===== src/design/srcv_pkg.sv =====
// package: types, constants and helper functions of the random cv pair
package srcv_pkg;

    localparam int CV_W    = 12;
    localparam int VAL_W   = 32;
    localparam int CNT_W   = 16;
    localparam int LAG_W   = 17;
    localparam int CFG_W   = 17;
    localparam int IDX_W   = 3;
    localparam int S_DATA_W = 8;
    localparam int M_DATA_W = 24;

    localparam logic [VAL_W-1:0] RNG_SEED = 32'h8badf00d;

    localparam logic [CNT_W-1:0] RST_TICK_DIVIDER = 16'd48;
    localparam logic [CNT_W-1:0] RST_PERIOD_A     = 16'd14286;
    localparam logic [CNT_W-1:0] RST_PERIOD_B     = 16'd9091;
    localparam logic [LAG_W-1:0] RST_LAG_A        = 17'd5;
    localparam logic [LAG_W-1:0] RST_LAG_B        = 17'd7;

    localparam logic signed [15:0] CV_MIN = -16'sd2048;
    localparam logic signed [15:0] CV_MAX = 16'sd2047;

    typedef enum logic [IDX_W-1:0] {
        CFG_TICK_DIVIDER = 3'd0,
        CFG_PERIOD_A     = 3'd1,
        CFG_PERIOD_B     = 3'd2,
        CFG_LAG_A        = 3'd3,
        CFG_LAG_B        = 3'd4
    } t_cfg_idx;

    typedef struct packed {
        logic [CNT_W-1:0] tick_divider;
        logic [CNT_W-1:0] period_a;
        logic [CNT_W-1:0] period_b;
        logic [LAG_W-1:0] lag_a;
        logic [LAG_W-1:0] lag_b;
    } t_cfg;

    function automatic logic [VAL_W-1:0] xorshift32(input logic [VAL_W-1:0] x);
        logic [VAL_W-1:0] a;
        logic [VAL_W-1:0] b;
        a = x ^ (x << 13);
        b = a ^ (a >> 17);
        return b ^ (b << 5);
    endfunction

    // q16 value to 12-bit code, truncated toward zero and clamped
    function automatic logic [CV_W-1:0] cv_code(input logic [VAL_W-1:0] v);
        logic [VAL_W-1:0] b;
        logic signed [15:0] q;
        logic [CV_W-1:0] c;
        b = v + {16'd0, {16{v[VAL_W-1]}}};
        q = $signed(b[31:16]);
        if (q < CV_MIN) begin
            c = 12'h800;
        end else if (q > CV_MAX) begin
            c = 12'h7ff;
        end else begin
            c = q[CV_W-1:0];
        end
        return c;
    endfunction

endpackage


===== src/design/srcv_lfo.sv =====
// one lagged sample-and-hold lfo: countdown, target and smoothed value
module srcv_lfo (
    input  logic                        i_clk,
    input  logic                        i_rst_n,
    input  logic                        i_step,
    input  logic [srcv_pkg::VAL_W-1:0]  i_rand,
    input  logic [srcv_pkg::CNT_W-1:0]  i_period,
    input  logic [srcv_pkg::LAG_W-1:0]  i_lag,
    output logic                        o_draw,
    output logic [srcv_pkg::CV_W-1:0]   o_cv
);
    import srcv_pkg::*;

    logic [CNT_W-1:0]    r_count;
    logic [VAL_W-1:0]    r_target;
    logic [VAL_W-1:0]    r_value;
    logic [CNT_W-1:0]    n_count;
    logic [VAL_W-1:0]    n_target;
    logic [VAL_W-1:0]    n_value;
    logic signed [32:0]  w_delta;
    logic signed [50:0]  w_prod;
    logic signed [50:0]  w_bias;

    assign o_draw = (r_count == '0);

    always_comb begin
        n_count  = r_count;
        n_target = r_target;
        n_value  = r_value;
        if (i_step) begin
            if (o_draw) begin
                n_count  = i_period;
                // -2048 + low 12 bits, as q16
                n_target = {{5{~i_rand[11]}}, i_rand[10:0], 16'd0};
            end else begin
                n_count  = r_count - 1'b1;
            end
            n_value = r_value + w_bias[47:16];
        end
    end

    always_comb begin
        w_delta = $signed({n_target[VAL_W-1], n_target})
                - $signed({r_value[VAL_W-1], r_value});
        w_prod  = w_delta * $signed({1'b0, i_lag});
        // round toward zero before the shift
        w_bias  = w_prod + $signed({35'd0, {16{w_prod[50]}}});
    end

    always_ff @(posedge i_clk) begin
        if (!i_rst_n) begin
            r_count  <= '0;
            r_target <= '0;
            r_value  <= '0;
        end else begin
            r_count  <= n_count;
            r_target <= n_target;
            r_value  <= n_value;
        end
    end

    assign o_cv = cv_code(n_value);

endmodule


===== config.mk =====
export PLATFORM = sky130hd
export DESIGN_NAME = srcv_lfo
export DESIGN_NICKNAME = d
export VERILOG_FILES = /design/src/design/srcv_pkg.sv /design/src/design/srcv_lfo.sv
export SDC_FILE = /design/constraint.sdc
export NUM_CORES = 2
export LEC_CHECK = 0
export BUFFER_PORTS_ARGS = -buffer_cell sky130_fd_sc_hd__buf_2
export CORE_MARGIN = 2
export CORE_UTILIZATION = 64
export DETAILED_ROUTE_END_ITERATION = 12
export PLACE_DENSITY_LB_ADDON = 0.2
export SLEW_MARGIN = 10
export SYNTH_ARGS = -nofsm -noshare
export SYNTH_HDL_FRONTEND = slang
export SYNTH_SLANG_ARGS = --single-unit

===== constraint.sdc =====
create_clock -name i_clk -period 54.8 [get_ports i_clk]
set_clock_uncertainty 0.15 [all_clocks]
set_input_delay 13.7 -clock i_clk [delete_from_list [all_inputs] [get_ports i_clk]]
set_output_delay 13.7 -clock i_clk [all_outputs]
set_load 0.03 [all_outputs]

==> flow_metrics.py <==
metrics = {
    "finish": {
        "post-route-util": 0.6753,
        "final_cell_mix": "710 x inv_1, 538 x fa_1, 473 x nand2_1",
        "stdcell_area_sq_um": 28330,
        "drive_gt1_frac": 0.04300,
        "fill_cells": 3447,
        "final_net_count": 4054,
        "area_growth_pct": 4.059,
        "final_common_cell": "inv_1",
    },
    "route": {
        "wl_per_cell_microns": 17.10,
        "drtIter0Drc": 1409,
        "ant_nets": 0,
        "drc": 0,
        "vias_per_cell": 5.667,
        "wl_mm": 64.94,
        "vias": 21520,
        "firstDrtPassIters": 5,
    },
    "setup_path": {
        "rr_startpoint": "r_count[4]$_SDFFE_PN0P_",
        "crit_type": "in -> out",
        "crit_path_top_delay_cell": "nor4_1",
        "crit_path_start_kind": "input port",
        "crit_fanout": 56,
        "worst-r2r-setup-slack_ps": 33930,
        "reg2reg_to": "r_value[31]$_SDFF_PN0_",
        "endpoint_kind": "primary output",
        "crit_path_end": "o_cv[3]",
        "cp.required_ps": 40950,
        "cp-startpoint": "i_step",
        "r2r_cells": 75,
        "cp.arrival_ps": 37320,
        "slowest_delay_ps": 890,
    },
    "clocking": {
        "cts_tree": "done",
        "clkTransAtPathRegs_ps": 50,
        "clock_latency_ps": 330,
        "cts.path.max_buffers": 2,
        "cts_root_buf": "clkbuf_16",
        "cts_setup_buffers": 0,
        "cts_resized": 0,
        "htreeDepth": 3,
        "postCtsHoldBufs": 0,
        "numCtsBuffers": 9,
        "clock_sinks": 80,
    },
    "logic_synthesis": {
        "yosysWarningCount": 0,
        "synth_fp_nets": 4079,
        "synthArstFlopShare": 0,
        "yosys.area.top_type": "fa_1",
        "syn-cell-area_sq_um": 27220,
        "synth_area_leaders": "fa_1 40%, inv_1 9.8%, ha_1 9.0%",
        "ys_seq_area_frac": 0.05883,
        "synth_seq_cells": 80,
        "post_synth_inst_count": 3277,
        "ys.flop_type": "dfxtp_1",
        "synth_cell_types": 87,
        "yosysTopAreaCellShare": 0.3957,
        "syn_avg_cell_area_sq_um": 8.307,
        "synth_edf_count": 0,
    },
    "placement": {
        "place_congestion": 0.9103,
        "post_dp_cell_area_sq_um": 27950,
        "detailed_place_hpwl_mm": 53.37,
        "portBuffers": 60,
    },
    "sta": {
        "rsz0062_at_grt": "no",
        "post-route-period-util": 0.9338,
        "fin_tns_setup_ps": 0,
        "tightest_slew_ps": 1043,
        "max_slew_margin": 0.2985,
        "timing.fmax_mhz": 19.54,
        "final_max_slew_viol_count": 0,
        "setup_viol": 0,
        "min_period_ps": 51170,
        "hold_violations": 0,
        "hold_ws_ps": 323.7,
    },
    "floorplanning": {
        "die_w_microns": 210.2,
        "num_rows": 75,
        "io_pins": 81,
        "die_area_sq_um": 44200,
        "start_util": 0.6489,
        "coreArea_sq_um": 41950,
        "die_h_microns": 210.2,
    },
    "worst_hold_path": {
        "hold_path.class": "reg -> reg",
        "whs_path_depth": 1,
    },
    "run_status": {
        "status": "finished clean",
    },
    "global_routing": {
        "first_global_vias": 23040,
        "grt_max_degree": 81,
        "track_usage": 0.3121,
        "grt_pass1_wl_mm": 112.2,
        "grt.overflow.total": 0,
        "antenna_found_initial": 2,
    },
    "run": {
        "cap_violations": 0,
    },
}
## metrics by stage
step	setup slack [ps]	std cells
floorplan	7623	3277
global placement	4280	3780
detailed placement	3924	3780
CTS	3748	3795
global route	2060	3797
finish	3626	3797
## flip-flops by register name (all words and copies together), names as in the netlist
signal / cells
r_count: 16
r_value: 32
r_target: 32
## metal layers
| layer | vias to the layer above | GRT usage | part of all wire |
|---|---|---|---|
| li1 | 9944 | - | - |
| met1 | 10810 | 0.4351 | 0.43 |
| met2 | 685 | 0.5364 | 0.49 |
| met3 | 77 | 0.02950 | 0.060 |
| met4 | 0 | 0.06383 | 0.016 |
| met5 | - | 0 | 0 |
## synthesized netlist by cell type, drive strengths merged, types with 10 or more instances
master / number
o21a: 16
o21bai: 16
clkbuf: 118
ha: 196
nor3: 42
nor2: 123
fa: 538
nor4: 12
nand2: 473
o21ai: 95
and3: 35
a31oi: 12
dfxtp: 80
and2: 267
nor2b: 55
inv: 710
a21o: 37
nand3: 35
mux2i: 19
o211ai: 13
nand4: 14
a21boi: 10
xnor2: 91
a211oi: 21
nand2b: 15
xor2: 33
a21oi: 88
## area by class of cell
type / count / area [sq um] / area share
clock inverter: 5 / 128.9 / 0.004550
timing repair buffer: 91 / 535.5 / 0.01891
sequential: 80 / 1602 / 0.05654
multi-input combinational: 2359 / 22470 / 0.7934
inverter: 711 / 2669 / 0.09422
clock buffer: 10 / 239.0 / 0.008437
antenna: 2 / 5.005 / 0.0001767
tap: 539 / 674.4 / 0.02381
## worst min path at each step
stage | from | end
finish | r_target[2]$_SDFF_PN0_ | r_target[2]$_SDFF_PN0_
global route | r_target[11]$_SDFF_PN0_ | r_target[11]$_SDFF_PN0_
CTS | r_target[2]$_SDFF_PN0_ | r_target[2]$_SDFF_PN0_
detailed placement | r_target[3]$_SDFF_PN0_ | r_target[3]$_SDFF_PN0_
global placement | r_target[11]$_SDFF_PN0_ | r_target[11]$_SDFF_PN0_
floorplan | r_target[10]$_SDFF_PN0_ | r_target[10]$_SDFF_PN0_
## worst max-delay path, delay by kind of cell
family / cells / cell delay (ps)
AO/OA/AOI/OAI: 39 / 9000
XOR/XNOR: 4 / 1240
adder cells (fa/ha/maj): 12 / 5130
buffers and inverters: 7 / 1280
AND/OR/NAND/NOR: 26 / 6930
## logic make-up after synthesis
logic type / synth area share
AOI/OAI and AO/OA: 0.09234
xor gates and xnor gates: 0.03990
adders and majority gates: 0.4861
buffers and inverters: 0.1162
DFF: 0.05883
muxes: 0.007400
and+or+nand+nor: 0.1993
Power is not shown: default switching activity piles up to over one toggle a cycle in this logic, so the estimate is an artifact.
