[config.mk]
export PLATFORM = sky130hd
export DESIGN_NAME = srcv_cfg
export DESIGN_NICKNAME = d
export VERILOG_FILES = /design/src/design/srcv_pkg.sv /design/src/design/srcv_cfg.sv
export SDC_FILE = /design/constraint.sdc
export NUM_CORES = 1
export LEC_CHECK = 0
export BUFFER_PORTS_ARGS = -buffer_cell sky130_fd_sc_hd__buf_2
export CAP_MARGIN = 20
export CORE_MARGIN = 1
export CORE_UTILIZATION = 40
export DETAILED_ROUTE_END_ITERATION = 8
export PLACE_DENSITY_LB_ADDON = 0.15
export SKIP_CTS_REPAIR_TIMING = 1
export SLEW_MARGIN = 20
export SYNTH_ARGS = -nofsm -noshare
export SYNTH_HDL_FRONTEND = slang
export SYNTH_SLANG_ARGS = --single-unit
export TNS_END_PERCENT = 100
[constraint.sdc]
create_clock -name i_clk -period 1 [get_ports i_clk]
set_input_delay 0.2 -clock i_clk [delete_from_list [all_inputs] [get_ports i_clk]]
set_output_delay 0.2 -clock i_clk [all_outputs]
set_load 0.02 [all_outputs]
[src/design/srcv_pkg.sv]
// package: types, constants and helper functions of the random cv pair
package srcv_pkg;

    localparam int CV_W    = 12;
    localparam int VAL_W   = 32;
    localparam int CNT_W   = 16;
    localparam int LAG_W   = 17;
    localparam int CFG_W   = 17;
    localparam int IDX_W   = 3;
    localparam int S_DATA_W = 8;
    localparam int M_DATA_W = 24;

    localparam logic [VAL_W-1:0] RNG_SEED = 32'h8badf00d;

    localparam logic [CNT_W-1:0] RST_TICK_DIVIDER = 16'd48;
    localparam logic [CNT_W-1:0] RST_PERIOD_A     = 16'd14286;
    localparam logic [CNT_W-1:0] RST_PERIOD_B     = 16'd9091;
    localparam logic [LAG_W-1:0] RST_LAG_A        = 17'd5;
    localparam logic [LAG_W-1:0] RST_LAG_B        = 17'd7;

    localparam logic signed [15:0] CV_MIN = -16'sd2048;
    localparam logic signed [15:0] CV_MAX = 16'sd2047;

    typedef enum logic [IDX_W-1:0] {
        CFG_TICK_DIVIDER = 3'd0,
        CFG_PERIOD_A     = 3'd1,
        CFG_PERIOD_B     = 3'd2,
        CFG_LAG_A        = 3'd3,
        CFG_LAG_B        = 3'd4
    } t_cfg_idx;

    typedef struct packed {
        logic [CNT_W-1:0] tick_divider;
        logic [CNT_W-1:0] period_a;
        logic [CNT_W-1:0] period_b;
        logic [LAG_W-1:0] lag_a;
        logic [LAG_W-1:0] lag_b;
    } t_cfg;

    function automatic logic [VAL_W-1:0] xorshift32(input logic [VAL_W-1:0] x);
        logic [VAL_W-1:0] a;
        logic [VAL_W-1:0] b;
        a = x ^ (x << 13);
        b = a ^ (a >> 17);
        return b ^ (b << 5);
    endfunction

    // q16 value to 12-bit code, truncated toward zero and clamped
    function automatic logic [CV_W-1:0] cv_code(input logic [VAL_W-1:0] v);
        logic [VAL_W-1:0] b;
        logic signed [15:0] q;
        logic [CV_W-1:0] c;
        b = v + {16'd0, {16{v[VAL_W-1]}}};
        q = $signed(b[31:16]);
        if (q < CV_MIN) begin
            c = 12'h800;
        end else if (q > CV_MAX) begin
            c = 12'h7ff;
        end else begin
            c = q[CV_W-1:0];
        end
        return c;
    endfunction

endpackage

[src/design/srcv_cfg.sv]
// configuration register file
module srcv_cfg (
    input  logic                        i_clk,
    input  logic                        i_rst_n,
    input  logic                        i_cfg_wr_en,
    input  logic [srcv_pkg::IDX_W-1:0]  i_cfg_index,
    input  logic [srcv_pkg::CFG_W-1:0]  i_cfg_data,
    output srcv_pkg::t_cfg              o_cfg
);
    import srcv_pkg::*;

    t_cfg r_cfg;
    t_cfg n_cfg;

    always_comb begin
        n_cfg = r_cfg;
        if (i_cfg_wr_en) begin
            case (i_cfg_index)
                CFG_TICK_DIVIDER: n_cfg.tick_divider = i_cfg_data[CNT_W-1:0];
                CFG_PERIOD_A:     n_cfg.period_a     = i_cfg_data[CNT_W-1:0];
                CFG_PERIOD_B:     n_cfg.period_b     = i_cfg_data[CNT_W-1:0];
                CFG_LAG_A:        n_cfg.lag_a        = i_cfg_data[LAG_W-1:0];
                CFG_LAG_B:        n_cfg.lag_b        = i_cfg_data[LAG_W-1:0];
                default:          n_cfg = r_cfg;
            endcase
        end
    end

    always_ff @(posedge i_clk) begin
        if (!i_rst_n) begin
            r_cfg.tick_divider <= RST_TICK_DIVIDER;
            r_cfg.period_a     <= RST_PERIOD_A;
            r_cfg.period_b     <= RST_PERIOD_B;
            r_cfg.lag_a        <= RST_LAG_A;
            r_cfg.lag_b        <= RST_LAG_B;
        end else begin
            r_cfg <= n_cfg;
        end
    end

    assign o_cfg = r_cfg;

endmodule

==> report_table.html, run 1 <==
<table>
<tr><th>Metric</th><th>Value</th></tr>
<tr><th colspan="2">Timing</th></tr>
<tr><td>Final critical-path setup slack</td><td>-0.01805 ns</td></tr>
<tr><td>Max-slew violation total from the final report</td><td>0</td></tr>
<tr><td>Transition time at the pin with the least slew margin</td><td>0.2647 ns</td></tr>
<tr><td>Final setup vio count</td><td>25</td></tr>
<tr><td>Worst hold margin</td><td>0.1088 ns</td></tr>
<tr><td>Unrepaired setup endpoints after global routing</td><td>yes</td></tr>
<tr><td>Final-layout setup total negative slack</td><td>-0.1597 ns</td></tr>
<tr><td>Number of hold-slack violations in the final timing report</td><td>0</td></tr>
<tr><td>Worst Skew</td><td>0 ns</td></tr>
<tr><td>Max transition margin</td><td>0.8228</td></tr>
<tr><td>Final worst-path cycle share</td><td>1.018</td></tr>
<tr><td>Final min period</td><td>1.018 ns</td></tr>
<tr><td>Achievable Freq</td><td>0.9823 GHz</td></tr>
<tr><th colspan="2">Yosys</th></tr>
<tr><td>Post-synthesis share of cell area spent on full adders, half adders and majority gates</td><td>0</td></tr>
<tr><td>Commonest cells in the synthesized netlist</td><td>dfxtp_1, mux2i_1, nand2_1</td></tr>
<tr><td>Post-Synth XOR/XNOR Area</td><td>0</td></tr>
<tr><td>Fraction of registers with async set/reset</td><td>0</td></tr>
<tr><td>Proportion of netlist area held by the largest area contributor</td><td>0.5125</td></tr>
<tr><td>Top post-synthesis cells by area</td><td>dfxtp_1, mux2i_1, nand2_1</td></tr>
<tr><td>Share of synthesized area occupied by flip-flops and latches</td><td>0.5125</td></tr>
<tr><td>Flops &amp; latches, synth</td><td>82</td></tr>
<tr><td>Area of the mapped netlist</td><td>3203 um^2</td></tr>
<tr><td>Synthesis warning total</td><td>0</td></tr>
<tr><td>Average instance area after synthesis</td><td>10.57 um^2</td></tr>
<tr><td>Count of flip-flops with a built-in enable after synthesis</td><td>0</td></tr>
<tr><td>Most used DFF post-synth</td><td>dfxtp_1</td></tr>
<tr><td>Multiplexer fraction of the synthesized cell area</td><td>0.2563</td></tr>
<tr><td>Fraction of the mapped netlist area in compound gates</td><td>0</td></tr>
<tr><td>Largest family of logic cells by synthesized area</td><td>multiplexers</td></tr>
<tr><td>Count of cell types in the netlist</td><td>13</td></tr>
<tr><td>Simple-gate share of the synthesized area</td><td>0.1777</td></tr>
<tr><td>Post-synthesis net count</td><td>326</td></tr>
<tr><td>Cell type with the highest aggregate area in the netlist</td><td>dfxtp_1</td></tr>
<tr><td>Synth Instances</td><td>303</td></tr>
<tr><th colspan="2">Placement</th></tr>
<tr><td>DP HPWL</td><td>5258 um</td></tr>
<tr><td>IO buf count</td><td>104</td></tr>
<tr><td>Placed cell count</td><td>497</td></tr>
<tr><td>Final estimated routing congestion in global placement</td><td>0.7385</td></tr>
<tr><th colspan="2">Clock tree</th></tr>
<tr><td>TritonCTS clock tree</td><td>yes</td></tr>
<tr><td>Insertion delay to the later sink of the worst-skew pair</td><td>0.34 ns</td></tr>
<tr><td>Cell at the root of the clock tree</td><td>clkbuf_8</td></tr>
<tr><td>Maximum count of clock buffers along a single path</td><td>2</td></tr>
<tr><td>Number of levels in the clock H-tree</td><td>3</td></tr>
<tr><td>CTS Sinks</td><td>82</td></tr>
<tr><td>Number of CTS-inserted buffers</td><td>9</td></tr>
<tr><td>Clock slew seen by the registers of the worst setup and hold paths</td><td>0.09 ns</td></tr>
<tr><th colspan="2">Final layout</th></tr>
<tr><td>Ant diodes</td><td>0</td></tr>
<tr><td>Fraction of layout cells with a size suffix above 1</td><td>0.5296</td></tr>
<tr><td>Final Net Count</td><td>441</td></tr>
<tr><td>End-of-flow core utilization</td><td>0.6193</td></tr>
<tr><td>Non-filler cells, final</td><td>525</td></tr>
<tr><td>Area growth, synth to finish</td><td>49.41%</td></tr>
<tr><td>Flip-flop count of the largest register after layout</td><td>82</td></tr>
<tr><th colspan="2">Worst setup path</th></tr>
<tr><td>Nature of the critical path startpoint</td><td>flop</td></tr>
<tr><td>Maximum fanout encountered on the critical timing path</td><td>2</td></tr>
<tr><td>Reg2reg setup slack</td><td>0.30 ns</td></tr>
<tr><td>Worst path top cell family by delay</td><td>flip-flops</td></tr>
<tr><td>Worst path cell trace</td><td>buf_6</td></tr>
<tr><td>Required time at the endpoint of the critical path</td><td>0.80 ns</td></tr>
<tr><td>Cell with the largest stage delay on the worst path</td><td>dfxtp_2</td></tr>
<tr><td>Capturing element type of the critical path</td><td>primary output</td></tr>
<tr><td>Worst path buffer plus inverter count</td><td>1</td></tr>
<tr><td>Critical path class</td><td>flop to primary output</td></tr>
<tr><td>CP Data Arrival Time</td><td>0.82 ns</td></tr>
<tr><td>CP max stage delay</td><td>0.36 ns</td></tr>
<tr><th colspan="2">GRT</th></tr>
<tr><td>Number of global-route vias before repair</td><td>2345</td></tr>
<tr><td>GRT Total Usage</td><td>0.1806</td></tr>
<tr><td>Most congested layer reported by global routing</td><td>met2</td></tr>
<tr><td>Overflow left after global routing</td><td>0</td></tr>
<tr><td>Met2 global-route usage</td><td>0.3114</td></tr>
<tr><td>Global-route wire length before repair</td><td>11680 um</td></tr>
<tr><td>Met3 routing resource usage after global routing</td><td>0.03601</td></tr>
<tr><td>Maximum number of pins on one net before global-route repair</td><td>48</td></tr>
<tr><td>Number of antenna violations at the first check in global routing</td><td>0</td></tr>
<tr><td>Global routing usage on met1</td><td>0.2158</td></tr>
<tr><th colspan="2">Die</th></tr>
<tr><td>Total Die Area</td><td>8370 um^2</td></tr>
<tr><td>Die H</td><td>91.49 um</td></tr>
<tr><td>Die outline width</td><td>91.49 um</td></tr>
<tr><td>Boundary pin count</td><td>105</td></tr>
<tr><td>Total core area</td><td>7727 um^2</td></tr>
<tr><td>Row cnt</td><td>32</td></tr>
<tr><td>Starting utilization of the core area</td><td>0.4145</td></tr>
<tr><th colspan="2">Route</th></tr>
<tr><td>Post-detailed-routing wire length</td><td>7795 um</td></tr>
<tr><td>Remaining antenna violation count after routing</td><td>0</td></tr>
<tr><td>Routed wire length per instance</td><td>14.85 um</td></tr>
<tr><td>DRC violation total after the first TritonRoute iteration</td><td>40</td></tr>
<tr><td>Post-detailed-route DRC marker count</td><td>0</td></tr>
<tr><td>Via total after detailed routing</td><td>2502</td></tr>
<tr><td>Detailed-routing iteration count for the pre-antenna-repair pass</td><td>4</td></tr>
<tr><td>Mean number of vias per cell</td><td>4.766</td></tr>
<tr><th colspan="2">Min path</th></tr>
<tr><td>Class of the tightest hold or removal check</td><td>input pin to flop</td></tr>
<tr><th colspan="2">Power</th></tr>
<tr><td>VDD IR-drop max</td><td>0.8065 mV</td></tr>
<tr><td>Pwr/cell area</td><td>1395 nW/um^2</td></tr>
<tr><td>Static leakage</td><td>2.219 nW</td></tr>
<tr><th colspan="2">Outcome</th></tr>
<tr><td>Failing checks</td><td>negative setup slack</td></tr>
<tr><td>Outcome</td><td>finished with violations</td></tr>
<tr><th colspan="2">Run</th></tr>
<tr><td>Max_cap viols</td><td>0</td></tr>
</table>
stage by stage:
step	instance area (um^2)	setup WS [ns]	total power [mW]
2_1_floorplan	3216	0.005880	3.806
3_3_place_gp	3864	-0.1128	4.023
3_5_place_dp	3864	-0.1719	4.030
4_1_cts	4080	-0.08318	6.615
5_1_grt	4786	-0.05084	6.931
6_report	4786	-0.01805	6.677
area by class of cell:
| cell class | count | area (um^2) |
|---|---|---|
| clock buffers | 10 | 127.6 |
| clock inverters | 6 | 88.84 |
| fillers | 675 | 2942 |
| multi-input cells | 199 | 1399 |
| flip-flops and latches | 82 | 1744 |
| well taps | 102 | 127.6 |
| repair buffers | 126 | 1299 |
placed cells by master, fill, tap and decap left out, drive strengths merged, types with 2 or more instances in the layout:
master	n
nand2	76
buf	126
nor2b	36
bufinv	2
clkinvlp	2
mux2i	82
nand4bb	2
dfxtp	82
clkbuf	10
per-layer routing:
metal  wire length (um)  vias to the layer above  part of all wire
met2               3921                       84              0.50
met4                121                        0             0.016
met5                  0                        -                 0
met3                388                       12             0.050
li1                   -                     1223                 -
met1               3364                     1183              0.43
final timing paths:
path | start | end | cells after the start
hold reg to reg | o_cfg[73]$_SDFFE_PN0P_ | o_cfg[73]$_SDFFE_PN0P_ | 2
setup / recovery | o_cfg[27]$_SDFFE_PN0P_ | o_cfg[27] | 1
hold / removal | i_cfg_data[16] | o_cfg[16]$_SDFFE_PN0P_ | 3
setup reg to reg | o_cfg[10]$_SDFFE_PN0P_ | o_cfg[10]$_SDFFE_PN0P_ | 3
power by group:
| group | switching (mW) | internal, mW |
|---|---|---|
| logic | 0.348 | 0.329 |
| registers | 0.0539 | 3.35 |
| clock network | 1.19 | 1.41 |
cells by family (layout without fill, tap and decap cells):
kind of cell,Yosys count,in the layout
buffers and inverters,22,142
flip-flops,82,82
multiplexers,82,82
AND/OR/NAND/NOR,117,117
(Power assumes the default switching activity.)
==> run 2, diff against run 1 <==
--- a/config.mk
+++ b/config.mk
@@ -5,12 +5,14 @@
 export SDC_FILE = /design/constraint.sdc
 export NUM_CORES = 1
 export LEC_CHECK = 0
+export ABC_AREA = 1
 export BUFFER_PORTS_ARGS = -buffer_cell sky130_fd_sc_hd__buf_2
 export CAP_MARGIN = 20
-export CORE_MARGIN = 1
+export CORE_MARGIN = 2
 export CORE_UTILIZATION = 40
 export DETAILED_ROUTE_END_ITERATION = 8
 export PLACE_DENSITY_LB_ADDON = 0.15
+export REMOVE_ABC_BUFFERS = 1
 export SKIP_CTS_REPAIR_TIMING = 1
 export SLEW_MARGIN = 20
 export SYNTH_ARGS = -nofsm -noshare
==> run 2 against run 1 <==
Effect of this change: die area rose by 4.7%; sequential share of layout area fell by 0.49 points; combinational power rose by 54%; synthesized cell count rose by 50%; final area rose by 1.4%; the flow still finishes with violations (negative setup slack); via count rose by 29%; critical path depth did not move; critical path type unchanged; first-iteration DRC count rose to 3.2 times the previous value.
==> report_table.html, run 2 <==
<table>
<tr><th>Metric</th><th>Value</th></tr>
<tr><th colspan="2">Route</th></tr>
<tr><td>Routed wire length per instance</td><td>13.53 um (-8.8%)</td></tr>
<tr><td>Sum of met3 wire segment lengths after detailed routing</td><td>561 um (+45%)</td></tr>
<tr><td>Remaining antenna violation count after routing</td><td>0 (unchanged)</td></tr>
<tr><td>Mean number of vias per cell</td><td>4.744 (-0.45%)</td></tr>
<tr><td>Detailed-routing iteration count for the pre-antenna-repair pass</td><td>4 (unchanged)</td></tr>
<tr><td>DRC violation total after the first TritonRoute iteration</td><td>129 (+220%)</td></tr>
<tr><td>Post-detailed-routing wire length</td><td>9203 um (+18%)</td></tr>
<tr><td>Metal2 WL</td><td>4354 um (+11%)</td></tr>
<tr><td>Post-detailed-route DRC marker count</td><td>0 (unchanged)</td></tr>
<tr><td>Via total after detailed routing</td><td>3226 (+29%)</td></tr>
<tr><td>Met1 routed wirelength after detailed routing</td><td>4122 um (+23%)</td></tr>
<tr><td>Uppermost layer routed</td><td>met4</td></tr>
<tr><th colspan="2">Min path</th></tr>
<tr><td>Hold path start</td><td>i_cfg_data[6]</td></tr>
<tr><td>Number of instances on the worst hold path</td><td>3 (unchanged)</td></tr>
<tr><td>Class of the tightest hold or removal check</td><td>input pin to flop</td></tr>
<tr><td>End of the worst hold path</td><td>o_cfg[56]$_SDFFE_PN1P_</td></tr>
<tr><th colspan="2">Worst setup path</th></tr>
<tr><td>Maximum fanout encountered on the critical timing path</td><td>2 (unchanged)</td></tr>
<tr><td>Reg2reg setup slack</td><td>0.30 ns (about the same)</td></tr>
<tr><td>Worst path cell trace</td><td>buf_6</td></tr>
<tr><td>R2r startpoint</td><td>o_cfg[28]$_SDFFE_PN0P_</td></tr>
<tr><td>Worst path buffer plus inverter count</td><td>1 (unchanged)</td></tr>
<tr><td>Nature of the critical path startpoint</td><td>flop</td></tr>
<tr><td>Capturing element type of the critical path</td><td>primary output</td></tr>
<tr><td>Reg2reg path depth</td><td>3 (unchanged)</td></tr>
<tr><td>CP max stage delay</td><td>0.36 ns (about the same)</td></tr>
<tr><td>Critical path class</td><td>flop to primary output</td></tr>
<tr><td>Required time at the endpoint of the critical path</td><td>0.80 ns (about the same)</td></tr>
<tr><td>End of the worst register-to-register path</td><td>o_cfg[28]$_SDFFE_PN0P_</td></tr>
<tr><td>Worst path top cell family by delay</td><td>flip-flops</td></tr>
<tr><td>Cell with the largest stage delay on the worst path</td><td>dfxtp_2</td></tr>
<tr><td>CP Data Arrival Time</td><td>0.82 ns (about the same)</td></tr>
<tr><th colspan="2">Power</th></tr>
<tr><td>VDD IR-drop max</td><td>0.8488 mV (+5.2%)</td></tr>
<tr><td>Pwr/cell area</td><td>1473 nW/um^2 (+5.6%)</td></tr>
<tr><td>Total power draw</td><td>7.147 mW (+7.0%)</td></tr>
<tr><td>Static leakage</td><td>2.290 nW (+3.2%)</td></tr>
<tr><th colspan="2">Yosys</th></tr>
<tr><td>Synth Instances</td><td>455 (+50%)</td></tr>
<tr><td>Synthesis warning total</td><td>0 (unchanged)</td></tr>
<tr><td>Top post-synthesis cells by area</td><td>dfxtp_1, nor2_1, nand2_1</td></tr>
<tr><td>Proportion of netlist area held by the largest area contributor</td><td>0.5109 (-0.001597)</td></tr>
<tr><td>Cell type with the highest aggregate area in the netlist</td><td>dfxtp_1</td></tr>
<tr><td>Average instance area after synthesis</td><td>7.062 um^2 (-33%)</td></tr>
<tr><td>Area of the mapped netlist</td><td>3213 um^2 (+0.31%)</td></tr>
<tr><td>Count of flip-flops with a built-in enable after synthesis</td><td>0 (unchanged)</td></tr>
<tr><td>Library cell with the highest instance count after synthesis</td><td>nor2_1</td></tr>
<tr><td>Share of synthesized area occupied by flip-flops and latches</td><td>0.5109 (-0.001597)</td></tr>
<tr><td>Most used DFF post-synth</td><td>dfxtp_1</td></tr>
<tr><td>Fraction of the mapped netlist area in compound gates</td><td>0 (unchanged)</td></tr>
<tr><td>Fraction of registers with async set/reset</td><td>0 (unchanged)</td></tr>
<tr><td>Largest family of logic cells by synthesized area</td><td>simple AND/OR/NAND/NOR gates</td></tr>
<tr><td>Post-synthesis share of cell area spent on full adders, half adders and majority gates</td><td>0 (unchanged)</td></tr>
<tr><td>Multiplexer fraction of the synthesized cell area</td><td>0 (-0.2563)</td></tr>
<tr><td>Count of cell types in the netlist</td><td>14 (+1)</td></tr>
<tr><td>Flops &amp; latches, synth</td><td>82 (unchanged)</td></tr>
<tr><td>Post-Synth XOR/XNOR Area</td><td>0 (unchanged)</td></tr>
<tr><td>Commonest cells in the synthesized netlist</td><td>nor2_1, nand2_1, dfxtp_1, nand3_1, inv_1</td></tr>
<tr><td>Simple-gate share of the synthesized area</td><td>0.4225 (+0.2448)</td></tr>
<tr><th colspan="2">GRT</th></tr>
<tr><td>Number of antenna violations at the first check in global routing</td><td>0 (unchanged)</td></tr>
<tr><td>Maximum number of pins on one net before global-route repair</td><td>44 (-8.3%)</td></tr>
<tr><td>Global-route wire length before repair</td><td>14260 um (+22%)</td></tr>
<tr><td>Overflow left after global routing</td><td>0 (unchanged)</td></tr>
<tr><td>GRT Total Usage</td><td>0.2112 (+0.03061)</td></tr>
<tr><td>Number of global-route vias before repair</td><td>2957 (+26%)</td></tr>
<tr><th colspan="2">Final layout</th></tr>
<tr><td>Area occupied by registers</td><td>1744 um^2 (unchanged)</td></tr>
<tr><td>End-of-flow core utilization</td><td>0.6245 (+0.005184)</td></tr>
<tr><td>Leading cell type in the layout, fill and taps excluded</td><td>nor2_1</td></tr>
<tr><td>Final Net Count</td><td>597 (+35%)</td></tr>
<tr><td>Footprint of the multi-input gates</td><td>1375 um^2 (-1.7%)</td></tr>
<tr><td>Fraction of layout cells with a size suffix above 1</td><td>0.4170 (-0.1126)</td></tr>
<tr><td>Ant diodes</td><td>0 (unchanged)</td></tr>
<tr><td>Flip-flop count of the largest register after layout</td><td>82 (unchanged)</td></tr>
<tr><td>Most used cells in the layout excluding fill and tap cells</td><td>nor2_1, nand2_1, nand3_1, dfxtp_2, buf_6</td></tr>
<tr><td>Final-layout fill cell count</td><td>719 (+6.5%)</td></tr>
<tr><td>Area growth, synth to finish</td><td>50.97%</td></tr>
<tr><th colspan="2">Clock tree</th></tr>
<tr><td>Clock slew seen by the registers of the worst setup and hold paths</td><td>0.08 ns (about the same)</td></tr>
<tr><td>Insertion delay to the later sink of the worst-skew pair</td><td>0.34 ns (about the same)</td></tr>
<tr><td>TritonCTS clock tree</td><td>yes</td></tr>
<tr><td>CTS Sinks</td><td>82 (unchanged)</td></tr>
<tr><td>Maximum count of clock buffers along a single path</td><td>2 (unchanged)</td></tr>
<tr><td>Number of levels in the clock H-tree</td><td>3 (unchanged)</td></tr>
<tr><td>Number of CTS-inserted buffers</td><td>9 (unchanged)</td></tr>
<tr><td>Cell at the root of the clock tree</td><td>clkbuf_8</td></tr>
<tr><th colspan="2">Die</th></tr>
<tr><td>Boundary pin count</td><td>105 (unchanged)</td></tr>
<tr><td>Total Die Area</td><td>8766 um^2 (+4.7%)</td></tr>
<tr><td>Row cnt</td><td>32 (unchanged)</td></tr>
<tr><td>Starting utilization of the core area</td><td>0.4137 (-0.0008480)</td></tr>
<tr><td>Die H</td><td>93.63 um (+2.3%)</td></tr>
<tr><td>Die outline width</td><td>93.63 um (+2.3%)</td></tr>
<tr><td>Total core area</td><td>7767 um^2 (+0.52%)</td></tr>
<tr><th colspan="2">Timing</th></tr>
<tr><td>Final setup vio count</td><td>34 (+36%)</td></tr>
<tr><td>Final critical-path setup slack</td><td>-0.02096 ns (-0.002906 ns)</td></tr>
<tr><td>Transition time at the pin with the least slew margin</td><td>0.4790 ns (+0.2143 ns)</td></tr>
<tr><td>Unrepaired setup endpoints after global routing</td><td>yes</td></tr>
<tr><td>Max-slew violation total from the final report</td><td>0 (unchanged)</td></tr>
<tr><td>Max transition margin</td><td>0.6799 (-0.1429)</td></tr>
<tr><td>Number of hold-slack violations in the final timing report</td><td>0 (unchanged)</td></tr>
<tr><td>Final min period</td><td>1.021 ns (+0.002906 ns)</td></tr>
<tr><td>Worst hold margin</td><td>0.06564 ns (-0.04311 ns)</td></tr>
<tr><td>Final worst-path cycle share</td><td>1.021 (+0.002906)</td></tr>
<tr><td>Worst Skew</td><td>0 ns (unchanged)</td></tr>
<tr><td>Achievable Freq</td><td>0.9795 GHz (-0.28%)</td></tr>
<tr><th colspan="2">Placement</th></tr>
<tr><td>Final estimated routing congestion in global placement</td><td>0.8176 (+11%)</td></tr>
<tr><td>DP HPWL</td><td>6269 um (+19%)</td></tr>
<tr><td>IO buf count</td><td>104 (unchanged)</td></tr>
<tr><th colspan="2">Outcome</th></tr>
<tr><td>Failing checks</td><td>negative setup slack</td></tr>
<tr><td>Outcome</td><td>finished with violations</td></tr>
<tr><th colspan="2">Run</th></tr>
<tr><td>Max_cap viols</td><td>0 (unchanged)</td></tr>
</table>
[run 2: how the worst max path moves through the flow]
stage | endpoint | cells after the start | slack [ns] | startpoint
final | o_cfg[4] | 1 | -0.02 | o_cfg[4]$_SDFFE_PN0P_
after global routing | o_cfg[29] | 1 | -0.06 | o_cfg[29]$_SDFFE_PN0P_
after CTS | o_cfg[18] | 1 | -0.10 | o_cfg[18]$_SDFFE_PN0P_
after detailed placement | o_cfg[50]$_SDFFE_PN0P_ | 6 | -0.31 | i_cfg_index[1]
after global placement | o_cfg[50]$_SDFFE_PN0P_ | 6 | -0.27 | i_cfg_index[1]
after floorplan | o_cfg[34]$_SDFFE_PN1P_ | 5 | -0.74 | i_cfg_wr_en
[run 2: report_power, final]
part	internal (mW)	total, mW	switching (mW)
Clock	1.46	2.62	1.16
Sequential	3.40	3.49	0.0857
Combinational	0.456	1.04	0.589
Total	5.31	7.15	1.83
[run 2: layer usage]
layer | global-route usage | vias up
li1 | - | 1652
met1 | 0.2800 | 1470
met2 | 0.3387 | 92
met3 | 0.04029 | 12
met4 | 0.08575 | 0
met5 | 0 | -
[run 2: per-stage QoR]
stage	area [um^2]	cells	setup TNS (ns)	setup slack, ns
global route	4851	680	-2.907	-0.05922
finish	4851	680	-0.2559	-0.02096
global placement	3949	657	-17.68	-0.2655
detailed placement	3949	657	-19.39	-0.3110
CTS	4165	672	-5.526	-0.1014
floorplan	3085	430	-46.49	-0.7351
[run 2: cell type report]
| cell class | instances | area share |
|---|---|---|
| clock buffer | 10 | 0.02837 |
| clock inverter | 5 | 0.01625 |
| inverter | 23 | 0.01780 |
| multi-input combinational | 325 | 0.2835 |
| sequential | 82 | 0.3596 |
| tap | 102 | 0.02631 |
| timing repair buffer | 133 | 0.2682 |
[run 2: logic make-up (layout without fill, tap and decap cells)]
group	count (synthesis)	in the layout
simple gates	325	325
flops	82	82
buf+inv	48	171
